### config.mk
export PLATFORM = sky130hd
export DESIGN_NAME = knn_nearest
export DESIGN_NICKNAME = d
export VERILOG_FILES = /design/src/rtl/knn_pkg.sv /design/src/rtl/knn_nearest.sv
export SDC_FILE = /design/constraint.sdc
export NUM_CORES = 2
export LEC_CHECK = 0
export BUFFER_PORTS_ARGS = -buffer_cell sky130_fd_sc_hd__buf_2
export CAP_MARGIN = 0
export CORE_ASPECT_RATIO = 1.4
export CORE_MARGIN = 3
export CORE_UTILIZATION = 55
export CTS_CLUSTER_SIZE = 24
export DETAILED_ROUTE_END_ITERATION = 10
export GPL_ROUTABILITY_DRIVEN = 0
export PLACE_DENSITY = 0.72
export SYNTH_ARGS = -nofsm -noshare
export SYNTH_HDL_FRONTEND = slang
export SYNTH_SLANG_ARGS = --single-unit
### constraint.sdc
create_clock -name clk -period 15.01 [get_ports clk]
set_input_delay 3.7525 -clock clk [delete_from_list [all_inputs] [get_ports clk]]
set_output_delay 3.7525 -clock clk [all_outputs]
set_load 0.005 [all_outputs]
### src/rtl/knn_pkg.sv
package knn_pkg;

  localparam int WEIGHT_BITS = 24;
  localparam int VALUE_W     = 32;
  localparam int DIST_W      = 64;
  localparam int USED_W      = 5;

  typedef enum logic [1:0] {
    ACT_REF   = 2'd0,
    ACT_QUERY = 2'd1,
    ACT_CLEAR = 2'd2,
    ACT_NONE  = 2'd3
  } action_t;

  localparam logic [1:0] REG_NUM_FEATURES = 2'd0;
  localparam logic [1:0] REG_K_COUNT      = 2'd1;
  localparam logic [1:0] REG_PATH_MODE    = 2'd2;

  typedef enum logic [3:0] {
    ST_IDLE,
    ST_DIST,
    ST_DRAIN,
    ST_WSTART,
    ST_WWAIT,
    ST_MAC,
    ST_ACC,
    ST_MSTART,
    ST_MWAIT,
    ST_OUT
  } state_t;

  // divider request: start pulse and mode (ratio or rounded mean)
  typedef struct packed {
    logic start;
    logic ratio;
  } div_req_t;

  // one finished row distance going into the nearest list
  typedef struct packed {
    logic                      valid;
    logic [DIST_W-1:0]         row_dist;
    logic signed [VALUE_W-1:0] tgt;
  } near_ins_t;

endpackage

### src/rtl/knn_nearest.sv
module knn_nearest import knn_pkg::*; #(
  parameter int K_MAX = 16
) (
  input  logic                           clk,
  input  logic                           rst,
  input  logic                           clear,
  input  logic [$clog2(K_MAX+1)-1:0]     keff,
  input  near_ins_t                      ins,
  input  logic [(K_MAX > 1 ? $clog2(K_MAX) : 1)-1:0] sel,
  output logic [DIST_W-1:0]              head_dist,
  output logic [DIST_W-1:0]              sel_dist,
  output logic signed [VALUE_W-1:0]      sel_tgt
);

  localparam int KW  = $clog2(K_MAX + 1);
  localparam int KIW = (K_MAX > 1) ? $clog2(K_MAX) : 1;

  logic [DIST_W-1:0]         dists [K_MAX];
  logic signed [VALUE_W-1:0] tgt  [K_MAX];
  logic [KW-1:0]             filled;
  logic [K_MAX-1:0]          le;
  logic                      room;
  logic                      do_ins;
  logic [KIW-1:0]            tail;

  // each cell flags whether it stays ahead of the new row (ties stay ahead)
  always_comb begin
    for (int i = 0; i < K_MAX; i++) begin
      le[i] = (KW'(i) < filled) && (dists[i] <= ins.row_dist);
    end
  end

  assign tail   = KIW'(keff - 1'b1);
  assign room   = filled < keff;
  assign do_ins = ins.valid && (room || !le[tail]);

  always_ff @(posedge clk) begin
    if (rst) begin
      filled <= '0;
    end else if (clear) begin
      filled <= '0;
    end else if (do_ins && room) begin
      filled <= filled + 1'b1;
    end
  end

  always_ff @(posedge clk) begin
    if (do_ins) begin
      for (int i = 0; i < K_MAX; i++) begin
        if (!le[i]) begin
          if (i == 0 || le[(i == 0) ? 0 : i-1]) begin
            dists[i] <= ins.row_dist;
            tgt[i]   <= ins.tgt;
          end else begin
            dists[i] <= dists[(i == 0) ? 0 : i-1];
            tgt[i]   <= tgt[(i == 0) ? 0 : i-1];
          end
        end
      end
    end
  end

  assign head_dist = dists[0];
  assign sel_dist  = dists[sel];
  assign sel_tgt   = tgt[sel];

endmodule

# Word-level counts from Yosys, hierarchy flattened
# Memory sizes are Yosys's and may differ from the RTL's.
# Cells that the tools add are included.
# totals
reg_bits	5
ram_bits	1536
n_memories	2
# op_classes
n_addsub	2
magnitude_cmp	34
mux	154
n_bitwise	30
n_reduce_logical	21
# mem_list
name	words	word_bits	rd	rd_ports_with_merged_regs	wr	line_no	rtl
dists	16	64	17	0	16	knn_nearest.sv:18	logic [DIST_W-1:0] dists [K_MAX];
tgt	16	32	16	0	16	knn_nearest.sv:19	logic signed [VALUE_W-1:0] tgt [K_MAX];
# op_table
operator	count
$le 64x64->1	16
$mux 64	15
$mux 32	15
$mux 1	123
$lt 4x5->1 const A	8
$or 1x1->1	30
$lt 3x5->1 const A	4
$logic_and 1x1->1	18
$lt 1x5->1 const A	2
$lt 2x5->1 const A	2
$add 5x1->5 const B	1
$lt 4x5->1 const B	1
$lt 5x5->1	1
$bmux 1 s4	1
$sub 4x1->4 const B	1
$reduce_or 2->1	1
$logic_not 1->1	1
$logic_or 1x1->1	1

# Logic depth before layout (Yosys ltp)
# logic_depth
depth_word	10
mapped_depth	18
ltp_nobuf	13

# Worst setup path after synthesis
# Ideal clock, no wire load.
# synth_timing
path_type	in2reg
from	input port ins[93] (netlist name)
to	memory dists[0][0] (enable)
arrival_ns	14.189
required_ns	14.322
path_slack_ns	0.134
stages	17
path_cell_list	clkbuf_1 inv_1 ha_1 nand4_1 nor4_1 nand2_1 or4_1 a311o_1 nand4_1 nor4_1 nor4_1 nand4b_1 buf_2 buf_4 nand2_1 clkbuf_1 nor3b_1
# synth_rtl
item	line_no	rtl
start, declared	knn_nearest.sv:8	input near_ins_t ins,
end, declared	knn_nearest.sv:18	

==> key figures <==
Run status
  – Status: complete, but fails checks
  – Failing checks: capacitance limit, slew limit

Power
  – Power Density: between 100 and 150 nW/um2
  – Post-layout power: 0.01189 W
  – Leakage: around 40 nW
  – Max IR drop VDD: 0.1554 mV

Logic synthesis
  – Asr flop ratio synth: 0%
  – Top-count cell post-synth: edfxtp_1
  – Sequential share of the synthesized area: between 40 and 50%
  – Synthesized area: 99460 um2
  – Post-synthesis net count: slightly below 8000
  – Top cell type's share of synthesized area: 46.38%
  – Yosys synthesis warning count: 0
  – Top_reg_cell synth: edfxtp_1
  – Number of synthesized flops with an enable pin: roughly 1500
  – Area contributors post-synth: edfxtp_1 (46%), mux2_2 (13%), ha_1 (13%)
  – Synthesized instance count: just under 7000
  – Syn Area/Cell: around 15 um2
  – Netlist cell types: between 80 and 90
  – Yosys reg bits: around 1500
  – Largest area contributor in the synthesized netlist: edfxtp_1
  – Top cells by count, synth: edfxtp_1 (1536), mux2_2 (1160), ha_1 (1030)

Placement
  – Post-DP HPWL: 237000 um
  – Placed inst area: 103100 um2
  – Placement Setup Slack: between 3 and 4 ns
  – IO buf count: approximately 270

Timing
  – Max-slew violation count: 2
  – Worst-Margin Slew: ~1.6 ns
  – RSZ-0062 raised after global routing: no
  – Slew headroom: -4.715%
  – Setup Skew: ~0.050 ns
  – Hold Fails Final Rpt: 0
  – Final worst path period need: roughly 11 ns
  – Worst setup margin: 4.284 ns
  – Final setup viols: 0
  – Fin crit share: 71.46%
  – Setup TNS: 0 ns
  – Worst hold slack: between 0.5 and 0.6 ns
  – Fmax: 93.23 MHz

Drt
  – DRT antenna net count: 0
  – Avg WL per Cell: around 37 um
  – First-pass DRT Iterations: 6
  – WL final: about 350000 um
  – DR vias/cell: around 7.3
  – Starting DRC count in detailed routing: 7912
  – DR vias: a little under 70000
  – Drt drc: 0

Global route
  – First-pass GRT wire length: 495200 um
  – Initial antenna violation count: between 40 and 50
  – Vias in the first global route: 69070
  – GR Overflow Total: 0
  – Largest net degree at the start of global routing: between 100 and 150
  – GRT Overall Usage: around 37%

Critical path
  – Worst reg2reg path endpoint: tgt[9][7]
  – Required time worst endpoint: between 15 and 20 ns
  – Critical Path Source Type: input pin
  – Worst EP arrival: between 10 and 15 ns
  – R2R depth: 13
  – Largest fanout on the critical path: between 40 and 50
  – WS Path Type: in2reg
  – CP Capture Type: flip-flop
  – R2R Path Start: dists[0][62]
  – Reg2reg setup slack: roughly 7.3 ns

Cells and area
  – Final net count: between 8000 and 9000
  – Area delta synth->final: 9.050%
  – Share of layout cells above drive strength 1: a little under two fifths
  – Final non-filler cell area: approximately 110000 um2

Die
  – Total die area: 186000 um2
  – Die W: approximately 370 um
  – Core Area: 179600 um2
  – Starting Density: 55.39%
  – I/O Pins: approximately 270
  – Rows: about 180
  – Die height: slightly above 500 um

Clock network
  – CTS tree: built
  – Num CTS Buffers: ~160
  – Worst-Skew Late Latency: 0.88 ns
  – Clock root cell: clkbuf_16
  – Max clock buf depth: 3
  – CTS Hold Bufs: 0
  – Post-CTS Setup Inserts: 0
  – Clock-pin transition on the worst setup and hold timing paths: around 0.06 ns
  – Clock sink count: between 1500 and 2000
  – Level count of the clock H-tree: 4
  – Post-CTS resize count: 0

Min path
  – Hold path depth: 1
  – Hold endpoint: tgt[15][7]
  – Hold Startpoint: tgt[14][7]
  – Min-Delay Path Class: reg2reg

Run
  – Max-cap check violation count: 1
==> metal layers <==
layer	global-route usage [%]	routed length, um	share of wire (%)	up-vias
met2	58.06	159200	46	4468
met5	0	329	0.095	-
met3	10.31	35920	10	1391
met4	28.28	33400	9.6	42
li1	-	-	-	27890
met1	43.45	118100	34	34830
==> cells by family (layout without fill, tap and decap cells) <==
kind of cell	count (synthesis)	in the layout	synth area share, %
adders and majority gates	1030	1030	12.96
other	0	15	0
and+or+nand+nor	892	892	4.645
DFF	1541	1541	46.48
muxes	1921	1921	28.24
xor gates and xnor gates	7	7	0.06164
buffers and inverters	484	801	2.292
AOI/OAI and AO/OA	848	848	5.327
==> metrics by stage <==
stage,utilization [%],instances
detailed placement,57.44,9072
global route,60.38,9367
floorplan,-,6723
finish,60.40,9380
global placement,57.42,9070
CTS,60.32,9359
==> where the power goes <==
group | total, W | switching [W] | internal [W]
Clock | 0.00409 | 0.00182 | 0.00227
Sequential | 0.00550 | 0.000310 | 0.00519
Combinational | 0.00230 | 0.00127 | 0.00103
Total | 0.0119 | 0.00340 | 0.00849
==> worst max-delay path: stages <==
cell      delay, ns
buf_2          0.28
inv_1          0.41
ha_1           0.48
nand4_1        0.33
nor4_1         0.63
nand2_1        0.76
nor4_1         0.70
o21ai_0        0.32
a21o_1         0.35
o311ai_0       0.62
nor3_4         0.08
buf_4          0.32
a21oi_4        0.89
buf_4          0.88
mux2_2         0.42
==> final cells by class <==
| class | instances | area [um2] |
|---|---|---|
| fillers | 13680 | 71120 |
| multi-input cells | 4698 | 51220 |
| flip-flops and latches | 1541 | 46220 |
| clock buffers | 185 | 4172 |
| well taps | 2325 | 2909 |
| repair buffers | 398 | 2452 |
| clock inverters | 102 | 1007 |
| inverters | 116 | 435.4 |
| diodes | 15 | 37.54 |
==> worst max-delay path by stage <==
| stage | slack, ns | startpoint | end | cells past startpoint |
|---|---|---|---|---|
| 5_1_grt | 4.19 | ins[94] | tgt[9][16] | 15 |
| 3_5_place_dp | 3.96 | ins[94] | tgt[9][17] | 15 |
| 4_1_cts | 4.43 | sel[0] | sel_dist[5] | 5 |
| 2_1_floorplan | 0.13 | ins[93] | dists[0][0] | 17 |
| 6_report | 4.28 | ins[94] | tgt[9][7] | 15 |
| 3_3_place_gp | 2.86 | ins[94] | tgt[9][7] | 16 |
==> sequential cells by signal (all words and copies together), names as in the netlist <==
signal  flops
dists    1024
filled      5
tgt       512
==> layout by cell type, fill, tap and decap left out, drive strengths merged, types with 15 or more instances in the layout <==
master / count
a2111oi: 17
a211oi: 48
a21o: 103
a21oi: 399
a221oi: 20
and3: 21
and4: 16
buf: 395
bufinv: 16
clkbuf: 188
clkinv: 73
diode: 15
edfxtp: 1536
ha: 1030
inv: 123
mux2: 1440
mux4: 480
nand2: 232
nand3: 109
nand4: 209
nor2: 102
nor2b: 37
nor3: 60
nor4: 58
o211ai: 25
o21ai: 131
No activity file was read; power rests on OpenSTA's default activity.
