**config.mk**
```make
export PLATFORM = sky130hd
export DESIGN_NAME = knn_div
export DESIGN_NICKNAME = d
export VERILOG_FILES = /design/src/rtl/knn_pkg.sv /design/src/rtl/knn_div.sv
export SDC_FILE = /design/constraint.sdc
export NUM_CORES = 1
export LEC_CHECK = 0
export ABC_AREA = 1
export BUFFER_PORTS_ARGS = -buffer_cell sky130_fd_sc_hd__buf_4
export CORE_MARGIN = 2
export CORE_UTILIZATION = 60
export CTS_CLUSTER_DIAMETER = 120
export DETAILED_ROUTE_END_ITERATION = 8
export GPL_TIMING_DRIVEN = 0
export HOLD_SLACK_MARGIN = 0.15
export PLACE_DENSITY = 0.85
export RECOVER_POWER = 100
export SLEW_MARGIN = 20
export SYNTH_ARGS = -nofsm -noshare
export SYNTH_HDL_FRONTEND = slang
export SYNTH_SLANG_ARGS = --single-unit
```
**constraint.sdc**
```tcl
create_clock -name clk -period 6.4 [get_ports clk]
set_clock_uncertainty 0.05 [all_clocks]
set_input_delay 0.64 -clock clk [delete_from_list [all_inputs] [get_ports clk]]
set_output_delay 0.64 -clock clk [all_outputs]
set_load 0.005 [all_outputs]
```
**src/rtl/knn_pkg.sv**
```systemverilog
package knn_pkg;

  localparam int WEIGHT_BITS = 24;
  localparam int VALUE_W     = 32;
  localparam int DIST_W      = 64;
  localparam int USED_W      = 5;

  typedef enum logic [1:0] {
    ACT_REF   = 2'd0,
    ACT_QUERY = 2'd1,
    ACT_CLEAR = 2'd2,
    ACT_NONE  = 2'd3
  } action_t;

  localparam logic [1:0] REG_NUM_FEATURES = 2'd0;
  localparam logic [1:0] REG_K_COUNT      = 2'd1;
  localparam logic [1:0] REG_PATH_MODE    = 2'd2;

  typedef enum logic [3:0] {
    ST_IDLE,
    ST_DIST,
    ST_DRAIN,
    ST_WSTART,
    ST_WWAIT,
    ST_MAC,
    ST_ACC,
    ST_MSTART,
    ST_MWAIT,
    ST_OUT
  } state_t;

  // divider request: start pulse and mode (ratio or rounded mean)
  typedef struct packed {
    logic start;
    logic ratio;
  } div_req_t;

  // one finished row distance going into the nearest list
  typedef struct packed {
    logic                      valid;
    logic [DIST_W-1:0]         row_dist;
    logic signed [VALUE_W-1:0] tgt;
  } near_ins_t;

endpackage

```
**src/rtl/knn_div.sv**
```systemverilog
module knn_div import knn_pkg::*; #(
  parameter int W = 64
) (
  input  logic         clk,
  input  logic         rst,
  input  div_req_t     req,
  input  logic [W-1:0] a,
  input  logic [W-1:0] b,
  output logic         done,
  output logic [W-1:0] q
);

  localparam int CW = $clog2(W + 1);

  logic          busy;
  logic [CW-1:0] cnt;
  logic [W-1:0]  r;
  logic [W-1:0]  n;
  logic [W-1:0]  d;
  logic [W:0]    rs;
  logic          ge;
  logic [W:0]    rdiff;

  // one restoring step: shift next dividend bit in, subtract if it fits
  assign rs    = {r, n[W-1]};
  assign ge    = rs >= {1'b0, d};
  assign rdiff = rs - {1'b0, d};

  always_ff @(posedge clk) begin
    if (rst) begin
      busy <= 1'b0;
      done <= 1'b0;
      cnt  <= '0;
    end else begin
      done <= 1'b0;
      if (req.start) begin
        busy <= 1'b1;
        if (req.ratio) begin
          cnt <= CW'(WEIGHT_BITS);
        end else begin
          cnt <= CW'(W);
        end
      end else if (busy) begin
        cnt <= cnt - 1'b1;
        if (cnt == CW'(1)) begin
          busy <= 1'b0;
          done <= 1'b1;
        end
      end
    end
  end

  always_ff @(posedge clk) begin
    if (req.start) begin
      d <= b;
      if (req.ratio) begin
        // integer part of a/b (0 or 1), then fraction bits
        r <= (a >= b) ? a - b : a;
        q <= W'(a >= b);
        n <= '0;
      end else begin
        r <= '0;
        q <= '0;
        n <= a;
      end
    end else if (busy) begin
      r <= ge ? rdiff[W-1:0] : rs[W-1:0];
      q <= {q[W-2:0], ge};
      n <= {n[W-2:0], 1'b0};
    end
  end

endmodule

```
* Yosys cells after proc, flatten, opt, wreduce, memory -nomap -nowiden
Cells that the tools add are included.
** Operators by class
- Equality and inequality tests :: 1
- Bitwise operators :: 1
- Add/subtract/negate cells :: 3
- Muxes and demuxes :: 18
- $lt $le $gt $ge :: 2
- Reduce and logical (&&, ||, !) cells :: 2
** Operator list (number)
- $mux W64 :: 10
- $sub A64 B64 Y64 :: 2
- $ge A65 B64 Y1 :: 1
- $ge A64 B64 Y1 :: 1
- $mux W7 :: 3
- $eq A7 B1 Y1 const B :: 1
- $sub A7 B1 Y7 const B :: 1
- $mux W1 :: 5
- $reduce_or A3 Y1 :: 1
- $reduce_bool A2 Y1 :: 1
- $not A1 Y1 :: 1
** Word-level totals
- Register bits after elaboration :: 265
- Output and inout bits :: 65
- Word-level logic and storage cells :: 34

* Longest topological paths before layout
Gate-level depths: netlist (run 1).
- Depth in word-level cells :: 4
- Mapped depth :: 19
- Gate-level depth less buffers :: 18

* Least setup slack after synthesis (run 1)
OpenSTA, ideal clock, no wires.
- Path kind :: input to register
- Start point :: in req[1] in the netlist's numbering
- End point :: reg n[0], enable pin
- Required time :: 5.806 ns
- Setup time :: 0.544 ns
- Slack :: 1.373 ns
- Cell stages on the path :: 2
- Arrival :: 4.433 ns
- Cells stage by stage :: nor2_1 inv_1
** Between the ends
- Word-level cells in the longest chain between the ends :: 1
** Ends and longest elaborated chain
- start: declaration :: RTL line knn_div.sv:6 : input div_req_t req,
- $reduce_bool A2 Y1 (no line)
- end signal: assignment :: RTL line knn_div.sv:69 : n <= {n[W-2:0], 1'b0};
- end: declaration :: RTL line knn_div.sv:18 : logic [W-1:0] n;
No other way between the ends.
A chain may end at the register's enable or synchronous reset.

* Final worst setup path (run 1)
- Start point :: in b[41]
- End point :: reg r[33], data pin
** Between the ends
- Word-level cells in the longest chain between the ends :: 4
** Ends and longest elaborated chain
- start: declaration :: RTL line knn_div.sv:8 : input logic [W-1:0] b,
- $ge A64 B64 Y1 :: RTL line knn_div.sv:58 : r <= (a >= b) ? a - b : a;
- $mux W64 :: RTL line knn_div.sv:58
- $mux W64 :: RTL line knn_div.sv:56 : if (req.ratio) begin
- $mux W64 :: RTL line knn_div.sv:54 : if (req.start) begin
- end signal: assignment :: RTL line knn_div.sv:58
- end signal: assignment :: RTL line knn_div.sv:67 : r <= ge ? rdiff[W-1:0] : rs[W-1:0];
- end: declaration :: RTL line knn_div.sv:17 : logic [W-1:0] r;
No other way between the ends.

==> impl_results.md, run 1 <==
- Die extent in x: 207.1 um
- Fin crit period: 4651 ps
- Number of setup violations in the final report: 0
- Cell variety after synth: 43
- Row count: 74
- Layout Nets: 4485
- Critical Path Fanout Max: 10
- Post-CTS Setup Bufs: 0
- Die Ht: 207.1 um
- CTS H-tree depth: 1
- Vias in the first global route: 23660
- Clock Path Buffers: 3
- Core box area: 40740 um^2
- Worst Tran Pin Value: 2167 ps
- Rel. slew slack: -45.28%
- Initial DRC count: 2752
- DR vias/cell: 5.299
- Final core occ: 67.52%
- Initial antenna violation count: 5
- Buffers on Ports: 196
- Peak Freq: 215.0 MHz
- Crit path top cell by count: nand2_1
- Syn Area/Cell: 6.197 um^2
- Register area share after synthesis: 31.80%
- Global placement routability congestion: 1.070
- CTS Hold Buffers Added: 0
- CP Data Arrival Time: 4950 ps
- All-Layer GR Usage: 40.48%
- Hold slack final: 201.2 ps
- DP Area: 26940 um^2
- Status: complete, but fails checks
- Reg2reg setup slack: 2660 ps
- Max rail drop VDD: 0.0002436 V
- Synth Cell Area: 24740 um^2
- Synthesized Nets: 4256
- Slowest-stage cell, CP: clkbuf_1
- Final Slew Violations: 44
- Max Cap Viol: 1
- Crit start category: input pin
- CTS resizes: 0
- Syn-to-layout area delta: 11.19%
- Worst-path cell chain: clkbuf_1 -> inv_1 -> ha_1 -> nand2_1 -> nor2_1 -> inv_1 -> nor2_1 -> nand2_1 -> nor2_1 -> nand2_1 -> nand2_2 -> clkbuf_1 -> clkbuf_1 -> nand3_1 -> nand3_1 -> nand2_1
- CTS tree: done
- Fillers: 3836
- Hold Path Class: in2reg
- Root buffer cell: clkbuf_16
- Largest net degree at the start of global routing: 81
- Worst-skew pair later-pin latency: 600 ps
- Global-route wire length before repair: 132200 um
- WP data required: 6700 ps
- # IOs: 197
- Final design area excluding fillers: 27510 um^2
- Layout cells sized above 1: 6.058%
- Drt pass-1 iters: 8
- Cells after Synth: 3992
- DR WL/cell: 18.55 um
- Final hold violation count: 0
- Yosys reg bits: 265
- Grt ovf: 0
- Reg clk slew, reported paths: 60 ps
- Slowest stage delay, CP: 790 ps
- Final Cycle Share: 72.67%
- Post-Route WL: 88560 um
- Synth warnings: 0
- Vias post-DR: 25310
- RSZ-0062 raised after global routing: no
- Post-DRT Antenna Nets: 0
- Starting density of the core: 60.72%
- DRC: 0
- CTS buffer count: 29
- HPWL after DPL: 73800 um
- Cell Pwr Density: 331.0 nW/um^2
- WS Path Type: in2reg
- Die Footprint: 42870 um^2
- Pleak: 0.01570 uW
- Clock Sinks: 265
- Endpoint class of the critical path: flip-flop
- Failing checks: max-capacitance violations, max-slew violations
path summary, 6_finish.rpt:
path	start	endpoint	cells after the start
min	b[5]	d[5]	1
max	b[41]	r[33]	16
max reg2reg	busy	n[22]	3
min reg2reg	cnt[1]	cnt[1]	2
worst max-delay path, delay by kind of cell:
family | cells | cell delay (ps)
adder cells (fa/ha/maj) | 1 | 460
AND/OR/NAND/NOR | 10 | 1780
buffers and inverters | 5 | 2030
layout by cell type (no fill, tap or decap), types with 3 or more instances in the layout:
| cell | netlist | layout |
|---|---|---|
| buf_2 | 13 | 10 |
| a21oi_1 | 79 | 80 |
| nor2_1 | 275 | 278 |
| and2_1 | 4 | 4 |
| clkbuf_4 | 0 | 55 |
| nor2_2 | 21 | 18 |
| edfxtp_1 | 256 | 256 |
| clkbuf_1 | 32 | 122 |
| ha_1 | 130 | 130 |
| clkinvlp_4 | 0 | 3 |
| clkbuf_16 | 0 | 29 |
| buf_1 | 3 | 3 |
| clkinv_1 | 2 | 6 |
| nand2_1 | 1565 | 1567 |
| dfxtp_1 | 9 | 9 |
| nand3b_1 | 64 | 64 |
| nand4_1 | 26 | 26 |
| nand3_1 | 283 | 283 |
| clkinv_2 | 0 | 3 |
| inv_2 | 4 | 4 |
| nand2_2 | 18 | 17 |
| o21bai_1 | 7 | 7 |
| nor3_1 | 20 | 20 |
| buf_6 | 15 | 9 |
| o21ai_0 | 80 | 80 |
| nand3_2 | 17 | 17 |
| nor4_1 | 4 | 4 |
| buf_4 | 6 | 72 |
| buf_8 | 3 | 3 |
| xnor2_1 | 62 | 62 |
| inv_1 | 973 | 972 |
sequential cells by signal, summed over array words and instances (netlist names):
register,flops
cnt,7
q,64
busy,1
done,1
d,64
n,64
r,64
through the flow:
stage | std cells | setup TNS, ps | total power (uW) | worst slack [ps]
finish | 4775 | 0 | 9104 | 1749
global route | 4775 | 0 | 9680 | 1750
CTS | 4774 | 0 | 8997 | 3325
detailed placement | 4722 | 0 | 7321 | 2750
global placement | 4720 | -218140 | 7248 | -1169
floorplan | 3992 | 0 | 5894 | 1373
layout make-up:
cell class | count | area, um^2 | area share, %
inverters | 979 | 3676 | 13.36
clock inverters | 17 | 175.2 | 0.6368
well taps | 532 | 665.6 | 2.420
repair buffers | 198 | 1249 | 4.540
flip-flops and latches | 265 | 7868 | 28.60
clock buffers | 35 | 748.2 | 2.720
plain buffers | 72 | 402.9 | 1.465
diodes | 1 | 2.502 | 0.009098
multi-input cells | 2676 | 12720 | 46.24
report_power, final:
| group | internal (uW) | total, uW | switching (uW) |
|---|---|---|---|
| combinational | 1660 | 4970 | 3310 |
| sequential | 2320 | 2470 | 152 |
| clock | 922 | 1660 | 735 |
cells by family after synthesis:
| family | share of synthesized area (%) |
|---|---|
| AOI/OAI and AO/OA | 3.723 |
| and+or+nand+nor | 38.81 |
| xor gates and xnor gates | 2.230 |
| adders and majority gates | 6.737 |
| DFF | 31.80 |
| buffers and inverters | 16.70 |
synthesized netlist by cell type (all sizes together):
| library cell | count | area [um^2] |
|---|---|---|
| nand3b | 64 | 480.5 |
| nand3 | 300 | 1587 |
| a31oi | 1 | 6.260 |
| fa | 2 | 40.04 |
| o21ai | 83 | 419.2 |
| xnor2 | 62 | 543.0 |
| nor2 | 297 | 1175 |
| or2 | 3 | 18.77 |
| a21o | 1 | 7.510 |
| o21a | 1 | 7.510 |
| o21bai | 7 | 52.55 |
| inv | 977 | 3667 |
| a22oi | 1 | 7.510 |
| buf | 40 | 335.3 |
| and3 | 1 | 6.260 |
| edfxtp | 256 | 7687 |
| nor3 | 20 | 100.1 |
| and2 | 4 | 25.02 |
| a21boi | 1 | 7.510 |
| nand2 | 1585 | 6010 |
| a21oi | 81 | 412.9 |
| dfxtp | 9 | 180.2 |
| nand4 | 26 | 162.7 |
| nor4 | 5 | 37.53 |
| clkbuf | 32 | 120.1 |
| xor2 | 1 | 8.760 |
| ha | 130 | 1627 |
| clkinv | 2 | 7.510 |
routing by layer:
metal	routed length [um]	vias up	track usage, %
met3	9850	223	8.202
met1	35430	11340	54.14
met2	38800	1248	63.89
li1	-	12490	-
met4	4471	2	17.36
met5	5	-	0
Note: power is estimated with default switching activity, not from simulation.
==> run 2: changes to the inputs <==
--- a/config.mk
+++ b/config.mk
@@ -8,12 +8,12 @@
 export ABC_AREA = 1
 export BUFFER_PORTS_ARGS = -buffer_cell sky130_fd_sc_hd__buf_4
 export CORE_MARGIN = 2
-export CORE_UTILIZATION = 60
+export CORE_UTILIZATION = 56
 export CTS_CLUSTER_DIAMETER = 120
 export DETAILED_ROUTE_END_ITERATION = 8
 export GPL_TIMING_DRIVEN = 0
 export HOLD_SLACK_MARGIN = 0.15
-export PLACE_DENSITY = 0.85
+export PLACE_DENSITY = 0.83
 export RECOVER_POWER = 100
 export SLEW_MARGIN = 20
 export SYNTH_ARGS = -nofsm -noshare
==> constraint.sdc (replaced) <==
create_clock -name clk -period 3.7 [get_ports clk]
set_clock_uncertainty 0.05 [all_clocks]
set_input_delay 0.37 -clock clk [delete_from_list [all_inputs] [get_ports clk]]
set_output_delay 0.37 -clock clk [all_outputs]
set_load 0.005 [all_outputs]
==> run 2 against run 1 <==
Net effect:
- count of clock-buffer cells in the layout increased by 4
- the flow still finishes with violations (max-capacitance violations, max-slew violations)
- critical endpoint is now r[16]
- sequential share of layout area decreased by 1.0 points
- die area increased by 7.0%
- hold slack got worse by 38 ps
==> impl_results.md, run 2 (same netlist as run 1, synthesis figures left out) <==
- Status: complete, but fails checks
- Failing checks: max-capacitance violations, max-slew violations
- Reg clk slew, reported paths: 70 ps
- Post-DRT Antenna Nets: 0
- CTS H-tree depth: 1
- Initial antenna violation count: 3
- Final Cycle Share: 95.58%
- DR vias/cell: 5.256
- Root buffer cell: clkbuf_16
- CTS Hold Buffers Added: 88
- Layout cells sized above 1: 6.295%
- Core box area: 43930 um^2
- Fin crit period: 3536 ps
- Buffers on Ports: 196
- Max Cap Viol: 1
- Highest-count cells in the layout ignoring fill and taps: nand2_1 (1567), inv_1 (972), nand3_1 (283), nor2_1 (275), edfxtp_1 (256)
- DRC: 0
- Number of setup violations in the final report: 0
- Post-Route WL: 92680 um
- HPWL after DPL: 75920 um
- CP Data Arrival Time: 3820 ps
- Row count: 77
- Starting density of the core: 56.31%
- Hold path cells: 3
- Die extent in x: 214.2 um
- Clock Path Buffers: 3
- Vias post-DR: 25910
- CTS resizes: 0
- Vias in the first global route: 24560
- DP Area: 27080 um^2
- CTS tree: done
- Final Slew Violations: 26
- Global placement routability congestion: 1.043
- Worst-skew pair later-pin latency: 600 ps
- Largest net degree at the start of global routing: 70
- Post-CTS Setup Bufs: 0
- Syn-to-layout area delta: 15.32%
- Pleak: 0.01613 uW
- Hold Path Class: in2reg
- Global-route wire length before repair: 138800 um
- Worst-path cell chain: dlygate4sd3_1 -> clkbuf_1 -> inv_1 -> ha_1 -> nand2_1 -> inv_1 -> nand2_1 -> nand2_1 -> nand2_1 -> nand2_1 -> a21oi_2 -> nor2_1 -> nor2_2 -> clkbuf_1 -> nand3_1 -> nand3_1 -> nand2_1
- Layout Cells excl Fill: 4929
- Pwr Total: 15990 uW
- WP data required: 3980 ps
- Sequential cell area: 7869 um^2
- Slowest stage delay, CP: 530 ps
- WS Path Type: in2reg
- Peak Freq: 282.8 MHz
- Crit start category: input pin
- Die Footprint: 45870 um^2
- Crit path top cell by count: nand2_1
- All-Layer GR Usage: 39.83%
- Final hold violation count: 0
- Clock Sinks: 265
- Max rail drop VDD: 0.0004563 V
- Initial DRC count: 2874
- Placed Instances: 4786
- Slowest-stage cell, CP: dlygate4sd3_1
- Endpoint class of the critical path: flip-flop
- Fillers: 4262
- Rel. slew slack: -3.709%
- Final design area excluding fillers: 28530 um^2
- Area of the multi-input gates: 12740 um^2
- Die Ht: 214.2 um
- DR WL/cell: 18.80 um
- Worst Tran Pin Value: 1556 ps
- Grt ovf: 0
- RSZ-0062 raised after global routing: no
- Cell Pwr Density: 560.5 nW/um^2
- # IOs: 197
- R2R depth: 4
- Drt pass-1 iters: 7
- Final antenna diode count: 0
- Critical Path Fanout Max: 10
- CTS buffer count: 30
- Commonest non-fill, non-tap cell in the layout: nand2_1
- Layout Nets: 4578
run 2: area by class of cell:
cell class | instances | share of cell area, %
inverter | 979 | 12.88
tap | 592 | 2.596
multi-input combinational | 2676 | 44.64
buffer | 72 | 1.517
sequential | 265 | 27.58
timing repair buffer | 290 | 7.451
clock buffer | 39 | 2.824
clock inverter | 16 | 0.5043
run 2: path summary, 6_finish.rpt:
path / from / end / slack [ps]
min: a[12] / n[12] / 160
min reg2reg: busy / busy / 460
max: b[42] / r[16] / 160
max reg2reg: busy / n[24] / 450
run 2: critical path: cells and delay by family:
family | cells | cell delay (ps)
AO/OA/AOI/OAI | 1 | 160
adder cells (fa/ha/maj) | 1 | 380
buffers and inverters | 5 | 1460
AND/OR/NAND/NOR | 10 | 1430
run 2: layer usage:
metal | vias to the layer above | wire [um] | global-route usage (%)
met5 | - | 43 | 0
met4 | 6 | 5268 | 17.99
met3 | 278 | 9481 | 7.645
met2 | 1278 | 40750 | 63.80
met1 | 11640 | 37140 | 52.42
li1 | 12700 | - | -
run 2: power by group:
part	internal, uW	switching (uW)	leakage (uW)
Combinational	2940	5800	0.0129
Sequential	4020	269	0.00272
Clock	1670	1290	0.000459
run 2: stage by stage:
stage / worst slack, ps / hold WS, ps / TNS [ps] / utilization, %
after floorplan: -107.3 / 381.7 / -20610 / -
after global placement: -2115 / 420.2 / -400450 / 61.38
after detailed placement: 327.9 / 420.3 / 0 / 61.65
after CTS: 370.1 / 152.3 / 0 / 65.82
after global routing: 11.74 / 188.9 / 0 / 64.94
final: 163.6 / 162.9 / 0 / 64.94
